`src/rtl/core/irpd_pkg.sv`:
```
// Package for the IR pause-frame decoder: frame length, register indexes,
// the key code table and the types shared between the decoder modules.
// Depends on nothing.
`timescale 1ns / 1ps

package irpd_pkg;

  // Pauses per frame, leader included (legal range 18 to 32).
  localparam int unsigned FRAME_ENTRIES = 32;
  localparam int unsigned CntW          = $clog2(FRAME_ENTRIES);

  localparam int unsigned PauseW = 16;
  localparam int unsigned CodeW  = 15;
  localparam int unsigned KeyW   = 5;

  // Last entry of the fixed header; data bits follow it.
  localparam int unsigned HDR_SHORT_LAST = 8;
  localparam int unsigned HDR_LONG_LAST  = 16;

  // Configuration register indexes.
  localparam int unsigned CfgIdxW = 3;
  localparam logic [CfgIdxW-1:0] CFG_SHORT_MIN  = 3'd0;
  localparam logic [CfgIdxW-1:0] CFG_SPLIT      = 3'd1;
  localparam logic [CfgIdxW-1:0] CFG_LONG_MAX   = 3'd2;
  localparam logic [CfgIdxW-1:0] CFG_LEADER_MIN = 3'd3;
  localparam logic [CfgIdxW-1:0] CFG_LEADER_MAX = 3'd4;

  localparam logic [PauseW-1:0] RST_SHORT_MIN  = 16'd200;
  localparam logic [PauseW-1:0] RST_SPLIT      = 16'd1000;
  localparam logic [PauseW-1:0] RST_LONG_MAX   = 16'd2000;
  localparam logic [PauseW-1:0] RST_LEADER_MIN = 16'd4000;
  localparam logic [PauseW-1:0] RST_LEADER_MAX = 16'd5000;

  localparam int unsigned KEY_COUNT = 17;
  localparam logic [KeyW-1:0] KEY_UNKNOWN = 5'd17;

  // Order gives the key index: up, down, left, right, ok, digits 0-9, star, hash.
  localparam logic [CodeW-1:0] KEY_CODES [KEY_COUNT] = '{
    15'd12622, 15'd21547, 15'd4462,  15'd24862, 15'd382,
    15'd9562,  15'd13387, 15'd19507, 15'd22567, 15'd6247,
    15'd3187,  15'd15682, 15'd2167,  15'd7267,  15'd11602,
    15'd8542,  15'd10582
  };

  typedef struct packed {
    logic [PauseW-1:0] short_min;
    logic [PauseW-1:0] split;
    logic [PauseW-1:0] long_max;
    logic [PauseW-1:0] leader_min;
    logic [PauseW-1:0] leader_max;
  } cfg_t;

  // What the frame tracker hands to the result stage.
  typedef struct packed {
    logic             emit;
    logic [CodeW-1:0] code;
  } frame_res_t;

  function automatic logic [KeyW-1:0] key_lookup(input logic [CodeW-1:0] code);
    logic [KeyW-1:0] key;
    key = KEY_UNKNOWN;
    for (int i = KEY_COUNT - 1; i >= 0; i--) begin
      if (KEY_CODES[i] == code) begin
        key = KeyW'(i);
      end
    end
    return key;
  endfunction

endpackage

```
`src/rtl/core/irpd_cfg_regs.sv`:
```
// Configuration registers of the IR pause-frame decoder: the five window
// bounds, written through the configuration channel. Depends on irpd_pkg.
`timescale 1ns / 1ps

module irpd_cfg_regs import irpd_pkg::*; (
  input  logic               clk_i,
  input  logic               rst_ni,
  input  logic               cfg_valid_i,
  input  logic [CfgIdxW-1:0] cfg_index_i,
  input  logic [PauseW-1:0]  cfg_data_i,
  output cfg_t               cfg_o
);

  cfg_t cfg_q, cfg_d;

  always_comb begin
    cfg_d = cfg_q;
    if (cfg_valid_i) begin
      unique case (cfg_index_i)
        CFG_SHORT_MIN:  cfg_d.short_min  = cfg_data_i;
        CFG_SPLIT:      cfg_d.split      = cfg_data_i;
        CFG_LONG_MAX:   cfg_d.long_max   = cfg_data_i;
        CFG_LEADER_MIN: cfg_d.leader_min = cfg_data_i;
        CFG_LEADER_MAX: cfg_d.leader_max = cfg_data_i;
        default:        cfg_d = cfg_q;
      endcase
    end
  end

  always_ff @(posedge clk_i or negedge rst_ni) begin
    if (!rst_ni) begin
      cfg_q.short_min  <= RST_SHORT_MIN;
      cfg_q.split      <= RST_SPLIT;
      cfg_q.long_max   <= RST_LONG_MAX;
      cfg_q.leader_min <= RST_LEADER_MIN;
      cfg_q.leader_max <= RST_LEADER_MAX;
    end else begin
      cfg_q <= cfg_d;
    end
  end

  assign cfg_o = cfg_q;

endmodule

```
`src/rtl/core/irpd_frame.sv`:
```
// Frame tracker of the IR pause-frame decoder: classifies one pause, keeps
// the frame position, the header check and the data shift register.
// Depends on irpd_pkg.
`timescale 1ns / 1ps

module irpd_frame import irpd_pkg::*; (
  input  logic              clk_i,
  input  logic              rst_ni,
  input  logic              step_i,
  input  logic [PauseW-1:0] pause_i,
  input  cfg_t              cfg_i,
  output frame_res_t        res_o
);

  logic             in_frame_q, in_frame_d;
  logic [CntW-1:0]  count_q, count_d;
  logic             bad_q, bad_d;
  logic [CodeW-1:0] shift_q, shift_d;

  logic is_short, is_long, is_leader, last, bad_now;

  assign is_short  = (pause_i > cfg_i.short_min) && (pause_i < cfg_i.split);
  assign is_long   = (pause_i > cfg_i.split) && (pause_i < cfg_i.long_max);
  assign is_leader = (pause_i > cfg_i.leader_min) && (pause_i < cfg_i.leader_max);
  assign last      = (count_q == CntW'(FRAME_ENTRIES - 1));

  always_comb begin
    bad_now = 1'b0;
    if (count_q <= CntW'(HDR_SHORT_LAST)) begin
      bad_now = !is_short;
    end else if (count_q <= CntW'(HDR_LONG_LAST)) begin
      bad_now = !is_long;
    end
  end

  always_comb begin
    in_frame_d = in_frame_q;
    count_d    = count_q;
    bad_d      = bad_q;
    shift_d    = shift_q;
    if (step_i) begin
      if (!in_frame_q) begin
        if (is_leader) begin
          in_frame_d = 1'b1;
          count_d    = CntW'(1);
          bad_d      = 1'b0;
          shift_d    = '0;
        end
      end else if (last) begin
        in_frame_d = 1'b0;
        count_d    = '0;
        bad_d      = 1'b0;
        shift_d    = '0;
      end else begin
        count_d = count_q + CntW'(1);
        bad_d   = bad_q | bad_now;
        if (count_q > CntW'(HDR_LONG_LAST)) begin
          // The windows cannot overlap, as both exclude the split; long is checked first.
          if (is_long) begin
            shift_d = {shift_q[CodeW-2:0], 1'b1};
          end else if (is_short) begin
            shift_d = {shift_q[CodeW-2:0], 1'b0};
          end
        end
      end
    end
  end

  always_ff @(posedge clk_i or negedge rst_ni) begin
    if (!rst_ni) begin
      in_frame_q <= 1'b0;
      count_q    <= '0;
      bad_q      <= 1'b0;
      shift_q    <= '0;
    end else begin
      in_frame_q <= in_frame_d;
      count_q    <= count_d;
      bad_q      <= bad_d;
      shift_q    <= shift_d;
    end
  end

  // The last entry always lies in the data part, so it can add a bit.
  always_comb begin
    res_o.emit = in_frame_q && last && !(bad_q || bad_now);
    res_o.code = shift_q;
    if (is_long) begin
      res_o.code = {shift_q[CodeW-2:0], 1'b1};
    end else if (is_short) begin
      res_o.code = {shift_q[CodeW-2:0], 1'b0};
    end
  end

  a_idle_count_zero: assert property (@(posedge clk_i) disable iff (!rst_ni)
    !in_frame_q |-> (count_q == '0))
    else $error("frame position is not zero outside a frame");

  a_count_in_range: assert property (@(posedge clk_i) disable iff (!rst_ni)
    in_frame_q |-> (count_q >= CntW'(1)) && (count_q <= CntW'(FRAME_ENTRIES - 1)))
    else $error("frame position out of range");

  a_close_after_emit: assert property (@(posedge clk_i) disable iff (!rst_ni)
    (step_i && res_o.emit) |=> !in_frame_q && !bad_q && (shift_q == '0))
    else $error("frame not closed after its result");

endmodule

```
`src/rtl/core/irpd_result.sv`:
```
// Result stage of the IR pause-frame decoder: looks up the key index of a
// finished code and holds the result until it is taken. Depends on irpd_pkg.
`timescale 1ns / 1ps

module irpd_result import irpd_pkg::*; (
  input  logic             clk_i,
  input  logic             rst_ni,
  input  logic             load_i,
  input  logic [CodeW-1:0] code_i,
  input  logic             out_ready_i,
  output logic             out_valid_o,
  output logic [KeyW-1:0]  key_index_o,
  output logic [CodeW-1:0] raw_code_o
);

  logic             vld_q, vld_d;
  logic [KeyW-1:0]  key_q;
  logic [CodeW-1:0] code_q;

  always_comb begin
    vld_d = vld_q;
    if (out_ready_i) begin
      vld_d = 1'b0;
    end
    if (load_i) begin
      vld_d = 1'b1;
    end
  end

  always_ff @(posedge clk_i or negedge rst_ni) begin
    if (!rst_ni) begin
      vld_q <= 1'b0;
    end else begin
      vld_q <= vld_d;
    end
  end

  always_ff @(posedge clk_i) begin
    if (load_i) begin
      key_q  <= key_lookup(code_i);
      code_q <= code_i;
    end
  end

  assign out_valid_o = vld_q;
  assign key_index_o = key_q;
  assign raw_code_o  = code_q;

  a_no_overwrite: assert property (@(posedge clk_i) disable iff (!rst_ni)
    load_i |-> !vld_q || out_ready_i)
    else $error("result overwritten before the transaction completed");

  a_key_range: assert property (@(posedge clk_i) disable iff (!rst_ni)
    vld_q |-> key_q <= KEY_UNKNOWN)
    else $error("key index out of range");

  a_key_matches: assert property (@(posedge clk_i) disable iff (!rst_ni)
    (vld_q && key_q != KEY_UNKNOWN) |-> (KEY_CODES[key_q] == code_q))
    else $error("key index does not match the raw code");

endmodule

```
`src/rtl/core/ir_pause_frame_decoder.sv`:
```
// Top level of the IR pause-frame decoder: input register, configuration
// registers, frame tracker and result stage. Depends on irpd_pkg.
//
// Usage: pause lengths enter on the input channel (in_valid_i/in_ready_o,
// pause_length_i), one transaction per pause. A pause inside the leader
// window opens a frame; after the full frame of 32 pauses a frame with a
// good header yields one transaction on the output channel
// (out_valid_o/out_ready_i) carrying the raw code and its key index.
// Bad frames and stray pauses yield nothing.
// The window bounds are written on the configuration channel (cfg_valid_i,
// cfg_index_i, cfg_data_i); cfg_ready_o is always high and indexes past the
// last register are ignored. Write them only while the decoder is idle.
// A pause is held in the input register and decoded from there; the result of
// its last pause is registered in the result stage, which drives out_valid_o.
// Throughput: one pause per cycle unless the output stalls, set by the single
// input register before one compare stage. A stalled output only holds back
// a pause that would produce a new result; all other pauses keep flowing.
// Reset puts the bounds to their defaults and closes any open frame.
`timescale 1ns / 1ps

module ir_pause_frame_decoder import irpd_pkg::*; (
  input  logic               clk_i,
  input  logic               rst_ni,
  input  logic               in_valid_i,
  output logic               in_ready_o,
  input  logic [PauseW-1:0]  pause_length_i,
  output logic               out_valid_o,
  input  logic               out_ready_i,
  output logic [KeyW-1:0]    key_index_o,
  output logic [CodeW-1:0]   raw_code_o,
  input  logic               cfg_valid_i,
  output logic               cfg_ready_o,
  input  logic [CfgIdxW-1:0] cfg_index_i,
  input  logic [PauseW-1:0]  cfg_data_i
);

  cfg_t              cfg;
  frame_res_t        res;
  logic              in_vld_q, in_vld_d;
  logic [PauseW-1:0] pause_q;
  logic              step;
  logic              out_free;

  assign cfg_ready_o = 1'b1;

  irpd_cfg_regs u_cfg (
    .clk_i       (clk_i),
    .rst_ni      (rst_ni),
    .cfg_valid_i (cfg_valid_i),
    .cfg_index_i (cfg_index_i),
    .cfg_data_i  (cfg_data_i),
    .cfg_o       (cfg)
  );

  assign out_free   = !out_valid_o || out_ready_i;
  assign step       = in_vld_q && (!res.emit || out_free);
  assign in_ready_o = !in_vld_q || step;

  always_comb begin
    in_vld_d = in_vld_q;
    if (step) begin
      in_vld_d = 1'b0;
    end
    if (in_valid_i && in_ready_o) begin
      in_vld_d = 1'b1;
    end
  end

  always_ff @(posedge clk_i or negedge rst_ni) begin
    if (!rst_ni) begin
      in_vld_q <= 1'b0;
    end else begin
      in_vld_q <= in_vld_d;
    end
  end

  always_ff @(posedge clk_i) begin
    if (in_valid_i && in_ready_o) begin
      pause_q <= pause_length_i;
    end
  end

  irpd_frame u_frame (
    .clk_i   (clk_i),
    .rst_ni  (rst_ni),
    .step_i  (step),
    .pause_i (pause_q),
    .cfg_i   (cfg),
    .res_o   (res)
  );

  irpd_result u_result (
    .clk_i       (clk_i),
    .rst_ni      (rst_ni),
    .load_i      (step && res.emit),
    .code_i      (res.code),
    .out_ready_i (out_ready_i),
    .out_valid_o (out_valid_o),
    .key_index_o (key_index_o),
    .raw_code_o  (raw_code_o)
  );

  a_held_pause: assert property (@(posedge clk_i) disable iff (!rst_ni)
    (in_vld_q && !step) |=> in_vld_q && $stable(pause_q))
    else $error("buffered pause lost while held back");

  a_stall_only_on_result: assert property (@(posedge clk_i) disable iff (!rst_ni)
    (in_vld_q && !step) |-> res.emit && out_valid_o && !out_ready_i)
    else $error("pause held back without a pending result");

  a_result_follows_step: assert property (@(posedge clk_i) disable iff (!rst_ni)
    (step && res.emit) |=> out_valid_o)
    else $error("decoded result did not reach the output");

endmodule
```
`config.mk`:
```
export PLATFORM = sky130hd
export DESIGN_NAME = ir_pause_frame_decoder
export DESIGN_NICKNAME = d
export VERILOG_FILES = /design/src/rtl/core/irpd_pkg.sv /design/src/rtl/core/irpd_cfg_regs.sv /design/src/rtl/core/irpd_frame.sv /design/src/rtl/core/irpd_result.sv /design/src/rtl/core/ir_pause_frame_decoder.sv
export SDC_FILE = /design/constraint.sdc
export NUM_CORES = 1
export LEC_CHECK = 0
export ABC_AREA = 0
export BUFFER_PORTS_ARGS = -buffer_cell sky130_fd_sc_hd__clkbuf_2
export CAP_MARGIN = 15
export CORE_UTILIZATION = 61
export CTS_CLUSTER_SIZE = 8
export DETAILED_ROUTE_END_ITERATION = 12
export GPL_TIMING_DRIVEN = 1
export PLACE_DENSITY = 0.84
export SYNTH_ARGS = -nofsm -noshare
export SYNTH_HDL_FRONTEND = slang
export SYNTH_SLANG_ARGS = --single-unit
```
`constraint.sdc`:
```
create_clock -name clk_i -period 4.7 [get_ports clk_i]
set_clock_uncertainty 0.2 [all_clocks]
set_input_delay 0.47 -clock clk_i [delete_from_list [all_inputs] [get_ports clk_i]]
set_output_delay 0.47 -clock clk_i [all_outputs]
set_load 0.02 [all_outputs]
```
**Word level (Yosys, flattened, before mapping)**

Cells that the tools add are included.

- Register bits after elaboration: 140
- Input bits: 40
- Output and inout port bits: 23
- Word-level logic and storage cells: 122

- Add/sub/neg operators: 1
- Order comparisons: 9
- Eq/ne operators: 23
- Multiplexer cells: 37
- Bitwise gates (word level): 1
- Reduce and logical (&&, ||, !) cells: 33

Operators by type and width:

| kind | number |
|---|---|
| 14-bit by 15-bit == test with 1-bit output, first input constant | 7 |
| 15-bit two-way mux | 6 |
| 15-bit == test, first input constant | 4 |
| 16-bit greater-than comparator | 3 |
| 16-bit less-than comparator | 3 |
| 13-bit by 15-bit == test with 1-bit output, first input constant | 3 |
| 4-bit two-way mux | 8 |
| 12-bit by 15-bit == test with 1-bit output, first input constant | 2 |
| 16-bit OR reduction | 1 |
| 9-bit by 15-bit == test with 1-bit output, first input constant | 1 |
| 5-bit two-way mux | 3 |
| 1-bit two-way mux | 14 |
| 3-bit two-way mux | 4 |
| 2-bit AND reduction | 6 |
| 1-bit logical AND | 8 |
| 8-bit OR reduction | 1 |
| 3-bit by 2-bit == test with 1-bit output, second input constant | 2 |
| 1-bit logical NOT | 6 |
| 2-bit nonzero test | 3 |
| 5-bit by 1-bit adder with 5-bit output, second input constant | 1 |
| 5-bit == test, second input constant | 1 |
| 5-bit greater-than comparator, second input constant | 1 |
| 5-bit by 4-bit less-or-equal comparator with 1-bit output, second input constant | 1 |
| 5-bit less-or-equal comparator, second input constant | 1 |
| other kinds (10) | 14 |

**Logic depth before layout (Yosys ltp)**

Gate-level depths: netlist (run 1).

- Depth after elaboration: 21
- Depth in mapped cells: 14
- Gate-level depth less buffers: 12

**Modules after synthesis**

Synthesis (run 1) repeated with hierarchy kept, for this count alone.

- Cells, all modules: 663
- Area total of the unflattened synthesis: 7980.2 um^2

By module, submodules not included:

| module | times used | cells an instance | area each (um^2) | sequential area each (um^2) |
|---|---|---|---|---|
| irpd_frame | 1 | 384 | 3196.8 | 550.5 |
| irpd_cfg_regs | 1 | 173 | 3083.0 | 2034.5 |
| irpd_result | 1 | 80 | 1126.1 | 625.6 |
| ir_pause_frame_decoder | 1 | 26 | 574.3 | 505.5 |

**Least setup slack after synthesis (run 1)**

OpenSTA, ideal clock, no wires.

- Path kind: register -> register
- Start: register u_cfg.cfg_q, in the netlist u_cfg.cfg_o[55]
- End: register u_result.key_q[4], in the netlist u_result.key_index_o[4] (data pin)
- Setup time: 0.257 ns
- Arrival: 3.065 ns
- Required time: 4.243 ns
- Slack: 1.178 ns
- Cell stages (with the launch flop): 13
- Buffers on the path: 0
- Period minus slack after synthesis: 3.522 ns
- Cell sequence: dfstp_2 inv_1 ha_1 a21oi_1 o21a_1 o22ai_1 or4_4 o22ai_2 mux2_2 a211o_1 a21o_1 o221a_2 o2111a_1

- Word-level cells in the longest chain between the ends: 6
- Elaborated cells on any way between the ends: 23
- Those cells by class: 2 x order compare; 16 x eq/ne; 2 x mux; 3 x reduce/logical

RTL lines:

| element | line | text |
|---|---|---|
| start: declaration | irpd_cfg_regs.sv:14 | `cfg_t cfg_q, cfg_d;` |
| start signal: assignment | irpd_cfg_regs.sv:38 | `cfg_q <= cfg_d;` |
| 16-bit less-than comparator | irpd_frame.sv:22 | `assign is_short = (pause_i > cfg_i.short_min) && (pause_i < cfg_i.split);` |
| 1-bit logical AND | irpd_frame.sv:22 |  |
| 15-bit two-way mux | irpd_frame.sv:89 | `end else if (is_short) begin` |
| 15-bit two-way mux (*) | irpd_frame.sv:87 | `if (is_long) begin` |
| 14-bit by 15-bit == test with 1-bit output, or another cell as far along | irpd_pkg.sv:63 | `if (KEY_CODES[i] == code) begin` |
| 16-bit OR reduction (no source line) (*) | - |  |
| end signal: assignment | irpd_result.sv:40 | `key_q <= key_lookup(code_i);` |
| end: declaration | irpd_result.sv:17 | `logic [KeyW-1:0] key_q;` |

Every way passes the cells marked *; elsewhere a longest branch is shown, timed or not.
A chain may end at the register's enable or synchronous reset.

**Worst setup path in the final report (run 1)**

- Start: register pause_q[2]
- End: register u_frame.shift_q[8]

- Word-level cells in the longest chain between the ends: 12
- Elaborated cells on any way between the ends: 26
- Those cells by class: 6 x order compare; 7 x mux; 13 x reduce/logical

RTL lines:

| element | line | text |
|---|---|---|
| start: declaration | ir_pause_frame_decoder.sv:40 | `logic [PauseW-1:0] pause_q;` |
| start signal: assignment | ir_pause_frame_decoder.sv:79 | `pause_q <= pause_length_i;` |
| 16-bit greater-than comparator or 16-bit less-than comparator (tied branches) | irpd_frame.sv:23 | `assign is_long = (pause_i > cfg_i.split) && (pause_i < cfg_i.long_max);` |
| 1-bit logical AND | irpd_frame.sv:23 |  |
| 1-bit logical NOT | irpd_frame.sv:32 | `bad_now = !is_long;` |
| 1-bit two-way mux | irpd_frame.sv:31 | `end else if (count_q <= CntW'(HDR_LONG_LAST)) begin` |
| 1-bit two-way mux | irpd_frame.sv:29 | `if (count_q <= CntW'(HDR_SHORT_LAST)) begin` |
| 1-bit logical OR | irpd_frame.sv:85 | `res_o.emit = in_frame_q && last && !(bad_q \|\| bad_now);` |
| 1-bit logical NOT | irpd_frame.sv:85 |  |
| 1-bit logical AND | irpd_frame.sv:85 |  |
| 1-bit logical NOT | ir_pause_frame_decoder.sv:56 | `assign step = in_vld_q && (!res.emit \|\| out_free);` |
| 1-bit logical OR | ir_pause_frame_decoder.sv:56 |  |
| 1-bit logical AND | ir_pause_frame_decoder.sv:56 |  |
| 3-bit AND reduction (no source line) | - |  |
| end signal: assignment | irpd_frame.sv:79 | `shift_q <= shift_d;` |
| end: declaration | irpd_frame.sv:18 | `logic [CodeW-1:0] shift_q, shift_d;` |

Parallel ways exist; a longest one is shown, timed or not. The select of a mux whose other input is x is not followed.

==> reports/metrics.cfg, run 1 <==
[synth]
synth_top_area_share_pct = 25.0
syn_inst = 755
synth_cell_type_count = 68
synth_most_common_cell = nand2_1
synth_warnings = 0
syn_nets = 876
ys.flop_type = dfrtp_1
async_flop_share_pct = 74.3
netlist_area_um2 = 7810
synth_seq_cells = 140
synth_largest_area_cell = dfrtp_1
synth_area_per_cell_um2 = 10.3
synth-seq-area-share_pct = 47.6
synthTopCellsByCount = 86 x nand2_1, 85 x inv_1, 81 x ha_1, 81 x o21ai_0, 78 x dfrtp_1
synth-edff-count = 36
yosys-top-cells-area = dfrtp_1 25%, edfxtp_1 14%, ha_1 13%

[global_routing]
overflow = 0
grt_pass1_vias = 5946
grt_usage_pct = 29.7
grt_pass1_wl_um = 29600
grt_antenna_before_repair = 0
grt_max_degree = 56

[final_layout]
fillerInstances = 859
final_area_um2 = 8820
final_net_count = 943
insertedDiodeCount = 0
drive_gt1_share_pct = 21.9
fin_util_pct = 72.0
instances_no_fill = 1003
areaGrowthSynthToFinish_pct = 13.0

[timing]
finalHoldViolations = 0
finalCriticalPeriod_ns = 4.40
slew_headroom_pct = 28.9
setup_viol = 0
postLayoutSetupSlackWorst_ns = 0.295
final_max_slew_viol_count = 0
holdWs_ns = 0.0141
rsz0062_at_grt = no
clock.fmax_mhz = 227
setup_tns_ns = 0
worst_slew_pin_slew_ns = 1.06
period_share_pct = 93.7

[run_status]
status = completed

[route]
drc = 0
drt_iter0_drc = 358
wl_per_cell_um = 17.6
avgViaCountPerCell = 5.88
wl_um = 17700
drt_pre_antenna_iters = 5
num_vias = 5898
drtAntennaViolNets = 0

[hold_path]
min_from = pause_length_i[14]
hold_path.class = input port to register

[critical_path]
cp-start-kind = register
r2r-start = pause_q[2]$_DFFE_PP_
required_ns = 4.86
worstPathArrival_ns = 4.56
cp_max_fo = 16
startpoint = pause_q[2]$_DFFE_PP_
critPathKind = register to register
cp-end-kind = register

[clock_tree]
root_buffer = clkbuf_16
clock_sinks = 140
cts_buffer_depth = 2
clock_latency_ns = 0.43
path_clk_slew_ns = 0.06
cts_tree = done
htree_levels = 4
cts_setup_buffers = 0
cts_inserted_buffers = 17

[placed_design]
preCtsSetupSlack_ns = 0.416
placedCellCount = 970
gp_congestion = 0.914
hpwl_um = 12800
dpl-instance-area_um2 = 8290
io_buffers = 61

[floorplan]
initial_utilization_pct = 63.7
die_h_um = 115
io_pins = 63
die_area_um2 = 13300
fp-row-count = 40
core-area_um2 = 12300
die_w_um = 115

[pwr]
ir_worst_vdd_mv = 0.311
p_per_area_nw_per_um2 = 428
p_total_mw = 3.78
leakage_nw = 3.99

[job]
maxCapViolCount = 0

[cells by family (layout without fill, tap and decap cells)]
group                      count (synthesis)  in the layout  synth area share [%]
DFF                                      140            140                  47.6
and+or+nand+nor                          202            202                  12.9
AOI/OAI and AO/OA                        184            184                  15.3
muxes                                     41             41                  5.85
adders and majority gates                 81             81                  13.0
buffers and inverters                    106            186                  5.37
other                                      1              1                0.0480
[area by class of cell]
type,count,area [um^2],area share [%]
clock inverters,8,43.8,0.496
repair buffers,69,370,4.20
well taps,168,210,2.38
flip-flops and latches,140,3720,42.1
inverters,85,319,3.62
clock buffers,24,482,5.46
multi-input cells,509,3680,41.7
[final timing paths]
check | cells past startpoint | slack (ns) | to
setup / recovery | 9 | 0.30 | u_frame.shift_q[8]$_DFFE_PN0P_
hold / removal | 1 | 0.01 | pause_q[14]$_DFFE_PP_
setup reg to reg | 9 | 0.30 | u_frame.shift_q[8]$_DFFE_PN0P_
hold reg to reg | 1 | 0.30 | u_cfg.cfg_o[19]$_DFFE_PN0P_
max in group asynchronous | 3 | 2.74 | u_cfg.cfg_o[72]$_DFFE_PN0P_
min in group asynchronous | 2 | 0.44 | u_cfg.cfg_o[6]$_DFFE_PN0P_
[power by group]
part / switching, mW / leakage, nW / internal (mW) / total (mW)
sequential: 0.124 / 1.61 / 1.48 / 1.60
combinational: 0.565 / 2.12 / 0.419 / 0.984
clock: 0.487 / 0.257 / 0.708 / 1.19
[sequential cells by signal, summed over array words and instances, names as in the netlist]
register	flops
u_result.key_index_o	5
u_frame.in_frame_q	1
pause_q	16
u_frame.shift_q	15
u_frame.count_q	5
u_cfg.cfg_o	80
in_vld_q	1
u_result.out_valid_o	1
u_frame.bad_q	1
u_result.raw_code_o	15
[timing repair]
| action | 4_1_cts | 5_1_grt |
|---|---|---|
| endpoints found under the hold margin | 45 | 0 |
| endpoints found under the setup margin | 0 | 0 |
| hold buffers | 1 | 0 |
| gates resized for setup | 0 | 0 |
[critical path: stages (launching register included)]
cell       delay, ns
edfxtp_1        0.48
ha_1            0.34
a211oi_1        0.25
o21ai_0         0.14
a2111oi_0       0.69
nor3_1          0.20
o22ai_2         0.63
buf_4           0.33
nor2b_1         0.79
a22o_1          0.28
[layout by cell type (no fill, tap or decap), drive strengths merged, types with 25 or more instances in the layout]
cell type,netlist,layout
a21oi,28,28
nor2,25,25
o21ai,81,81
inv,85,85
edfxtp,36,36
dfstp,26,26
mux2,37,37
dfrtp,78,78
clkbuf,13,84
nand2,86,86
ha,81,81
[layer usage]
metal / global-route usage [%] / up-vias / share of wire (%)
met3: 5.38 / 33 / 5.1
met5: 0 / - / 0
met2: 46.6 / 181 / 47
met4: 11.6 / 0 / 2.2
li1: - / 2817 / -
met1: 41.1 / 2867 / 45
(Power assumes the default switching activity.)
==> run 2, diff against run 1 <==
--- a/config.mk
+++ b/config.mk
@@ -5,7 +5,7 @@
 export SDC_FILE = /design/constraint.sdc
 export NUM_CORES = 1
 export LEC_CHECK = 0
-export ABC_AREA = 0
+export ABC_AREA = 1
 export BUFFER_PORTS_ARGS = -buffer_cell sky130_fd_sc_hd__clkbuf_2
 export CAP_MARGIN = 15
 export CORE_UTILIZATION = 61
==> run 2 against run 1 <==
  * Clock power is 15% higher
  * Setup slack better by 0.59 ns
  * Die area is 0.71% higher
  * Critical path depth is 4 higher
  * Non-clock buffer count is 2 lower
  * Critical path type is now register to output pin
==> reports/metrics.cfg, run 2 <==
[timing]
worst_slew_pin_slew_ns = 1.08  ; was 1.06 ns
setup_tns_ns = 0  ; unchanged
setup_viol = 0  ; unchanged
period_share_pct = 81.2  ; was 93.7%
final_max_slew_viol_count = 0  ; unchanged
finalCriticalPeriod_ns = 3.82  ; was 4.40 ns
postLayoutSetupSlackWorst_ns = 0.882  ; was 0.295 ns
holdWs_ns = 0.00757  ; was 0.0141 ns
slew_headroom_pct = 27.7  ; was 28.9%
clock.fmax_mhz = 262  ; was 227 MHz
rsz0062_at_grt = no  ; unchanged
finalHoldViolations = 0  ; unchanged

[final_layout]
areaGrowthSynthToFinish_pct = 14.0  ; was 13.0%
insertedDiodeCount = 0  ; unchanged
largest_register_ffs = 80  ; unchanged
fillerInstances = 948  ; was 859
drive_gt1_share_pct = 17.0  ; was 21.9%
layout_commonest_cell = nand2_1  ; unchanged
final_net_count = 1104  ; was 943
layout_common_cells = 243 x nand2_1, 145 x inv_1, 89 x o21ai_0, 81 x ha_1, 78 x dfrtp_1  ; was 86 x nand2_1, 85 x inv_1, 81 x o21ai_0, 81 x ha_1, 78 x dfrtp_1
fin_util_pct = 71.1  ; was 72.0%

[clock_tree]
cts_hold_buf = 0  ; was 1
clock_sinks = 140  ; unchanged
root_buffer = clkbuf_16  ; unchanged
htree_levels = 4  ; unchanged
cts_buffer_depth = 2  ; unchanged
cts_tree = done  ; unchanged
path_clk_slew_ns = 0.06  ; about the same
cts_setup_buffers = 0  ; unchanged
clock_latency_ns = 0.43  ; about the same
cts_inserted_buffers = 17  ; unchanged
cts_resized = 0  ; unchanged

[floorplan]
die_w_um = 116  ; was 115 um
io_pins = 63  ; unchanged
die_h_um = 116  ; was 115 um
die_area_um2 = 13400  ; was 13300 um^2
core-area_um2 = 12600  ; was 12300 um^2
initial_utilization_pct = 62.3  ; was 63.7%
fp-row-count = 41  ; was 40

[synth]
ys.flop_type = dfrtp_1  ; unchanged
synth_most_common_cell = nand2_1  ; unchanged
netlist_area_um2 = 7870  ; was 7810 um^2
syn_nets = 1040  ; was 876
synth_warnings = 0  ; unchanged
syn_inst = 919  ; was 755
synth_largest_area_cell = dfrtp_1  ; unchanged
yosys-top-cells-area = dfrtp_1 25%, edfxtp_1 14%, ha_1 13%  ; unchanged
async_flop_share_pct = 74.3  ; unchanged
synthTopCellsByCount = 243 x nand2_1, 145 x inv_1, 89 x o21ai_0, 81 x ha_1, 78 x dfrtp_1  ; was 86 x nand2_1, 85 x inv_1, 81 x ha_1, 81 x o21ai_0, 78 x dfrtp_1
synth-edff-count = 36  ; unchanged
synth_top_area_share_pct = 24.8  ; was 25.0%
synth_seq_cells = 140  ; unchanged
synth_cell_type_count = 43  ; was 68
synth_area_per_cell_um2 = 8.56  ; was 10.3 um^2
synth-seq-area-share_pct = 47.2  ; was 47.6%

[pwr]
p_per_area_nw_per_um2 = 439  ; was 428 nW/um^2
leakage_nw = 4.54  ; was 3.99 nW
ir_worst_vdd_mv = 0.287  ; was 0.311 mV

[job]
maxCapViolCount = 0  ; unchanged

[critical_path]
cp_max_fo = 17  ; was 16
worstPathArrival_ns = 3.15  ; was 4.56 ns
reg2reg_depth = 18  ; was 9
required_ns = 4.03  ; was 4.86 ns
r2r-end = u_result.key_index_o[4]$_SDFFCE_PP0P_  ; was u_frame.shift_q[8]$_DFFE_PN0P_
startpoint = pause_q[15]$_DFFE_PP_  ; was pause_q[2]$_DFFE_PP_
critPathKind = register to output pin  ; was register to register
rrSetupSlack_ns = 1.06  ; was 0.30 ns
cp-start-kind = register  ; unchanged
cp-end-kind = output pin  ; was register
r2r-start = pause_q[15]$_DFFE_PP_  ; was pause_q[2]$_DFFE_PP_

[global_routing]
grt_antenna_before_repair = 0  ; unchanged
overflow = 0  ; unchanged
grt_pass1_wl_um = 28500  ; was 29600 um
grt_max_degree = 83  ; was 56
grt_usage_pct = 28.0  ; was 29.7%
grt_pass1_vias = 6074  ; was 5946

[route]
drt_iter0_drc = 503  ; was 358
wl_um = 17200  ; was 17700 um
wl_per_cell_um = 14.7  ; was 17.6 um
num_vias = 6294  ; was 5898
drt_pre_antenna_iters = 5  ; unchanged
drtAntennaViolNets = 0  ; unchanged
avgViaCountPerCell = 5.39  ; was 5.88
drc = 0  ; unchanged

[placed_design]
gp_congestion = 0.913  ; was 0.914
preCtsSetupSlack_ns = 1.17  ; was 0.416 ns
hpwl_um = 11600  ; was 12800 um
io_buffers = 61  ; unchanged

[run_status]
status = completed  ; unchanged

[hold_path]
hold_path.class = input port to asynchronous set/reset pin  ; was input port to register

run 2: cells by family after synthesis:
group | synth area share (%)
adder cells (fa/ha/maj) | 12.9
AND/OR/NAND/NOR | 21.3
XOR/XNOR | 0.111
buffers and inverters | 8.67
other | 0.0477
flip-flops | 47.2
AO/OA/AOI/OAI | 9.70
run 2: worst max path at each step:
stage	endpoint	slack, ns	cells after the start
after floorplan	u_result.key_index_o[0]$_SDFFCE_PP0P_	0.93	14
after global placement	u_result.key_index_o[4]$_SDFFCE_PP0P_	1.21	19
after detailed placement	u_result.key_index_o[4]$_SDFFCE_PP0P_	1.17	18
after CTS	in_ready_o	0.89	13
after global routing	in_ready_o	0.59	13
final	in_ready_o	0.88	13
run 2: power breakdown:
part	total, mW	switching, mW	internal, mW
logic	0.977	0.630	0.347
registers	1.58	0.119	1.46
clock network	1.37	0.515	0.857
total	3.93	1.26	2.67
run 2: metal layers:
layer,track usage [%],up-vias,share of wire (%)
met3,6.49,51,5.4
met5,0,-,0
met1,35.3,2945,44
li1,-,3097,-
met2,46.6,201,48
met4,11.4,0,2.8
run 2: critical path, cell delays in order (launching register included):
cell,delay [ns]
edfxtp_1,0.49
ha_1,0.36
a21o_1,0.16
nor2_1,0.14
o21ai_1,0.09
nor2_1,0.14
nand3_2,0.36
nand3b_1,0.24
nand2_2,0.07
nor2_2,0.09
inv_2,0.06
nor3_4,0.20
nand2_1,0.14
clkbuf_2,0.18
run 2: layout make-up:
| cell class | count | area [um^2] | share of cell area, % |
|---|---|---|---|
| sequential | 140 | 3720 | 41.4 |
| multi-input combinational | 605 | 3480 | 38.8 |
| inverter | 152 | 571 | 6.36 |
| clock buffer | 20 | 457 | 5.09 |
| timing repair buffer | 67 | 388 | 4.33 |
| tap | 172 | 215 | 2.40 |
| clock inverter | 12 | 145 | 1.62 |
run 2: per-stage QoR:
stage	cells	total power [mW]	area, um^2
2_1_floorplan	919	2.31	7870
3_3_place_gp	1133	2.50	8310
3_5_place_dp	1133	2.55	8310
4_1_cts	1165	3.93	8910
5_1_grt	1168	4.18	8970
6_report	1168	3.93	8970
==> run 3, diff against run 2 <==
--- a/config.mk
+++ b/config.mk
@@ -8,11 +8,11 @@
 export ABC_AREA = 1
 export BUFFER_PORTS_ARGS = -buffer_cell sky130_fd_sc_hd__clkbuf_2
 export CAP_MARGIN = 15
-export CORE_UTILIZATION = 61
+export CORE_UTILIZATION = 55
 export CTS_CLUSTER_SIZE = 8
 export DETAILED_ROUTE_END_ITERATION = 12
 export GPL_TIMING_DRIVEN = 1
-export PLACE_DENSITY = 0.84
+export PLACE_DENSITY = 0.8
 export SYNTH_ARGS = -nofsm -noshare
 export SYNTH_HDL_FRONTEND = slang
 export SYNTH_SLANG_ARGS = --single-unit
==> constraint.sdc (replaced) <==
create_clock -name clk_i -period 3.35 [get_ports clk_i]
set_clock_uncertainty 0.2 [all_clocks]
set_input_delay 0.335 -clock clk_i [delete_from_list [all_inputs] [get_ports clk_i]]
set_output_delay 0.335 -clock clk_i [all_outputs]
set_load 0.02 [all_outputs]
==> run 3 against run 2 <==
  * The flow now finishes with violations (negative setup slack)
  * Core utilization increased by 2.5 points
  * Cell area increased by 14%
  * Power increased by 58%
  * Non-clock buffer count increased by 91
  * Clock power increased by 42%
  * Worst hold slack got worse by 0.0018 ns
  * Cell count increased by 8.6%
  * Via count increased by 15%
  * Die area increased by 11%
  * Largest cell class is now multi-input combinational cells
  * Largest power group unchanged
  * Highest routed layer unchanged
==> reports/metrics.cfg, run 3 (same netlist as run 2, synthesis figures left out) <==
[run_status]
status = complete, but fails checks  ; was completed
violations = negative setup slack

[timing]
finalCriticalPeriod_ns = 3.73
finalHoldViolations = 0  ; unchanged
holdWs_ns = 0.00572  ; was 0.00757 ns
final_max_slew_viol_count = 0  ; unchanged
setup_viol = 54  ; was 0
rsz0062_at_grt = yes  ; was no
setup_tns_ns = -2.39  ; was 0 ns
clock.fmax_mhz = 268
postLayoutSetupSlackWorst_ns = -0.383  ; was 0.882 ns
slew_headroom_pct = 24.5  ; was 27.7%
worst_slew_pin_slew_ns = 1.13  ; was 1.08 ns
period_share_pct = 111

[route]
drc = 0  ; unchanged
wl_per_cell_um = 17.8  ; was 14.7 um
drt_iter0_drc = 692  ; was 503
avgViaCountPerCell = 5.69  ; was 5.39
wl_um = 22500  ; was 17200 um
drt_pre_antenna_iters = 6  ; was 5
drtAntennaViolNets = 0  ; unchanged
num_vias = 7216  ; was 6294

[hold_path]
min_from = cfg_data_i[12]
holdPathEnd = u_cfg.cfg_o[12]$_DFFE_PN1P_
hold_path.class = input port to register  ; was input port to asynchronous set/reset pin
holdPathStages = 3

[critical_path]
r2r-start = pause_q[13]$_DFFE_PP_  ; was pause_q[15]$_DFFE_PP_
r2r-end = u_result.key_index_o[4]$_SDFFCE_PP0P_  ; unchanged
worstPathArrival_ns = 3.72  ; was 3.15 ns
cp_max_fo = 6  ; was 17
rrSetupSlack_ns = -0.38  ; was 1.06 ns
reg2reg_depth = 20  ; was 18
cp-end-kind = register  ; was output pin
cp-start-kind = register  ; unchanged
critPathKind = register to register  ; was register to output pin
required_ns = 3.34  ; was 4.03 ns

[final_layout]
layout_common_cells = 218 x nand2_1, 141 x inv_1, 88 x o21ai_0, 78 x dfrtp_1, 77 x ha_1  ; was 243 x nand2_1, 145 x inv_1, 89 x o21ai_0, 81 x ha_1, 78 x dfrtp_1
areaGrowthSynthToFinish_pct = 30.4  ; was 14.0%
multiInputGateArea_um2 = 3900  ; was 3480 um^2
largest_register_ffs = 80  ; unchanged
fin_util_pct = 73.6  ; was 71.1%
regArea_um2 = 3720  ; unchanged
fillerInstances = 883  ; was 948
insertedDiodeCount = 0  ; unchanged
final_net_count = 1196  ; was 1104
final_area_um2 = 10300  ; was 8970 um^2
layout_commonest_cell = nand2_1  ; unchanged
instances_no_fill = 1268  ; was 1168
drive_gt1_share_pct = 27.9  ; was 17.0%

[placed_design]
gp_congestion = 0.874  ; was 0.913
placedCellCount = 1155  ; was 1133
preCtsSetupSlack_ns = -0.0151  ; was 1.17 ns
hpwl_um = 12400  ; was 11600 um
dpl-instance-area_um2 = 8460  ; was 8310 um^2
io_buffers = 61  ; unchanged

[clock_tree]
cts_tree = done  ; unchanged
cts_buffer_depth = 2  ; unchanged
cts_inserted_buffers = 17  ; unchanged
htree_levels = 4  ; unchanged
clock_latency_ns = 0.44  ; was 0.43 ns
path_clk_slew_ns = 0.06  ; about the same
clock_sinks = 140  ; unchanged
root_buffer = clkbuf_16  ; unchanged

[pwr]
p_total_mw = 6.20  ; was 3.93 mW
leakage_nw = 5.08  ; was 4.54 nW
p_per_area_nw_per_um2 = 605  ; was 439 nW/um^2
ir_worst_vdd_mv = 0.442  ; was 0.287 mV

[floorplan]
fp-row-count = 43  ; was 41
initial_utilization_pct = 56.4  ; was 62.3%
die_w_um = 122  ; was 116 um
io_pins = 63  ; unchanged
die_area_um2 = 14800  ; was 13400 um^2
core-area_um2 = 13900  ; was 12600 um^2
die_h_um = 122  ; was 116 um

[global_routing]
grt_pass1_wl_um = 31200  ; was 28500 um
grt_max_degree = 43  ; was 83
overflow = 0  ; unchanged
grt_usage_pct = 27.8  ; was 28.0%
grt_antenna_before_repair = 0  ; unchanged
grt_pass1_vias = 6538  ; was 6074

[job]
maxCapViolCount = 0  ; unchanged

-- run 3: final cells by class --
type,count,share of cell area [%]
Tap cell,180,2.20
Timing Repair Buffer,158,12.0
Clock buffer,22,4.83
Sequential cell,140,36.2
Multi-Input combinational cell,606,38.1
Inverter,152,5.57
Clock inverter,10,1.07
-- run 3: where the power goes --
| group | internal [mW] | switching [mW] | total [mW] |
|---|---|---|---|
| clock | 1.19 | 0.742 | 1.94 |
| combinational | 0.835 | 1.20 | 2.03 |
| sequential | 2.06 | 0.178 | 2.23 |
| total | 4.09 | 2.12 | 6.20 |
-- run 3: per-layer routing --
layer | part of all wire [%] | up-vias | track usage (%)
li1 | - | 3289 | -
met1 | 37 | 3383 | 34.1
met2 | 50 | 428 | 46.5
met3 | 7.6 | 116 | 5.76
met4 | 5.1 | 0 | 14.4
met5 | 0 | - | 0
-- run 3: how the worst max path moves through the flow --
stage / startpoint / end / cells past startpoint
2_1_floorplan: u_cfg.cfg_o[55]$_DFFE_PN1P_ / pause_q[0]$_DFFE_PP_ / 14
3_3_place_gp: pause_q[5]$_DFFE_PP_ / u_result.key_index_o[0]$_SDFFCE_PP0P_ / 20
3_5_place_dp: pause_q[5]$_DFFE_PP_ / u_frame.shift_q[5]$_DFFE_PN0P_ / 19
4_1_cts: pause_q[14]$_DFFE_PP_ / in_ready_o / 18
5_1_grt: pause_q[13]$_DFFE_PP_ / u_result.key_index_o[4]$_SDFFCE_PP0P_ / 20
6_report: pause_q[13]$_DFFE_PP_ / u_result.key_index_o[4]$_SDFFCE_PP0P_ / 20
-- run 3: timing repair --
action / CTS / global route
resized for setup: 20 / 94
endpoints found under the setup margin: 3 / 27
endpoints found under the hold margin: 51 / 0
buffers inserted: 26 / 32
cloned: 1 / 1
pin swaps: 18 / 54
hold buffers: 22 / 0
-- run 3: critical path, cell delays in order (launching register included) --
cell and delay, ns:
edfxtp_1 0.51, ha_4 0.35, nand2_4 0.06, nor2_4 0.13, nand2_1 0.10, nor2_1 0.15
nand2_1 0.09, nand2_1 0.09, nor2_2 0.04, nor2_2 0.14, nand2_4 0.11, buf_12 0.16
nand3_1 0.16, nand2_2 0.12, nor2_4 0.12, nand2_2 0.09, nor2_4 0.18, nand4_1 0.25
o21ai_2 0.18, nand3b_4 0.18, nor2_1 0.05
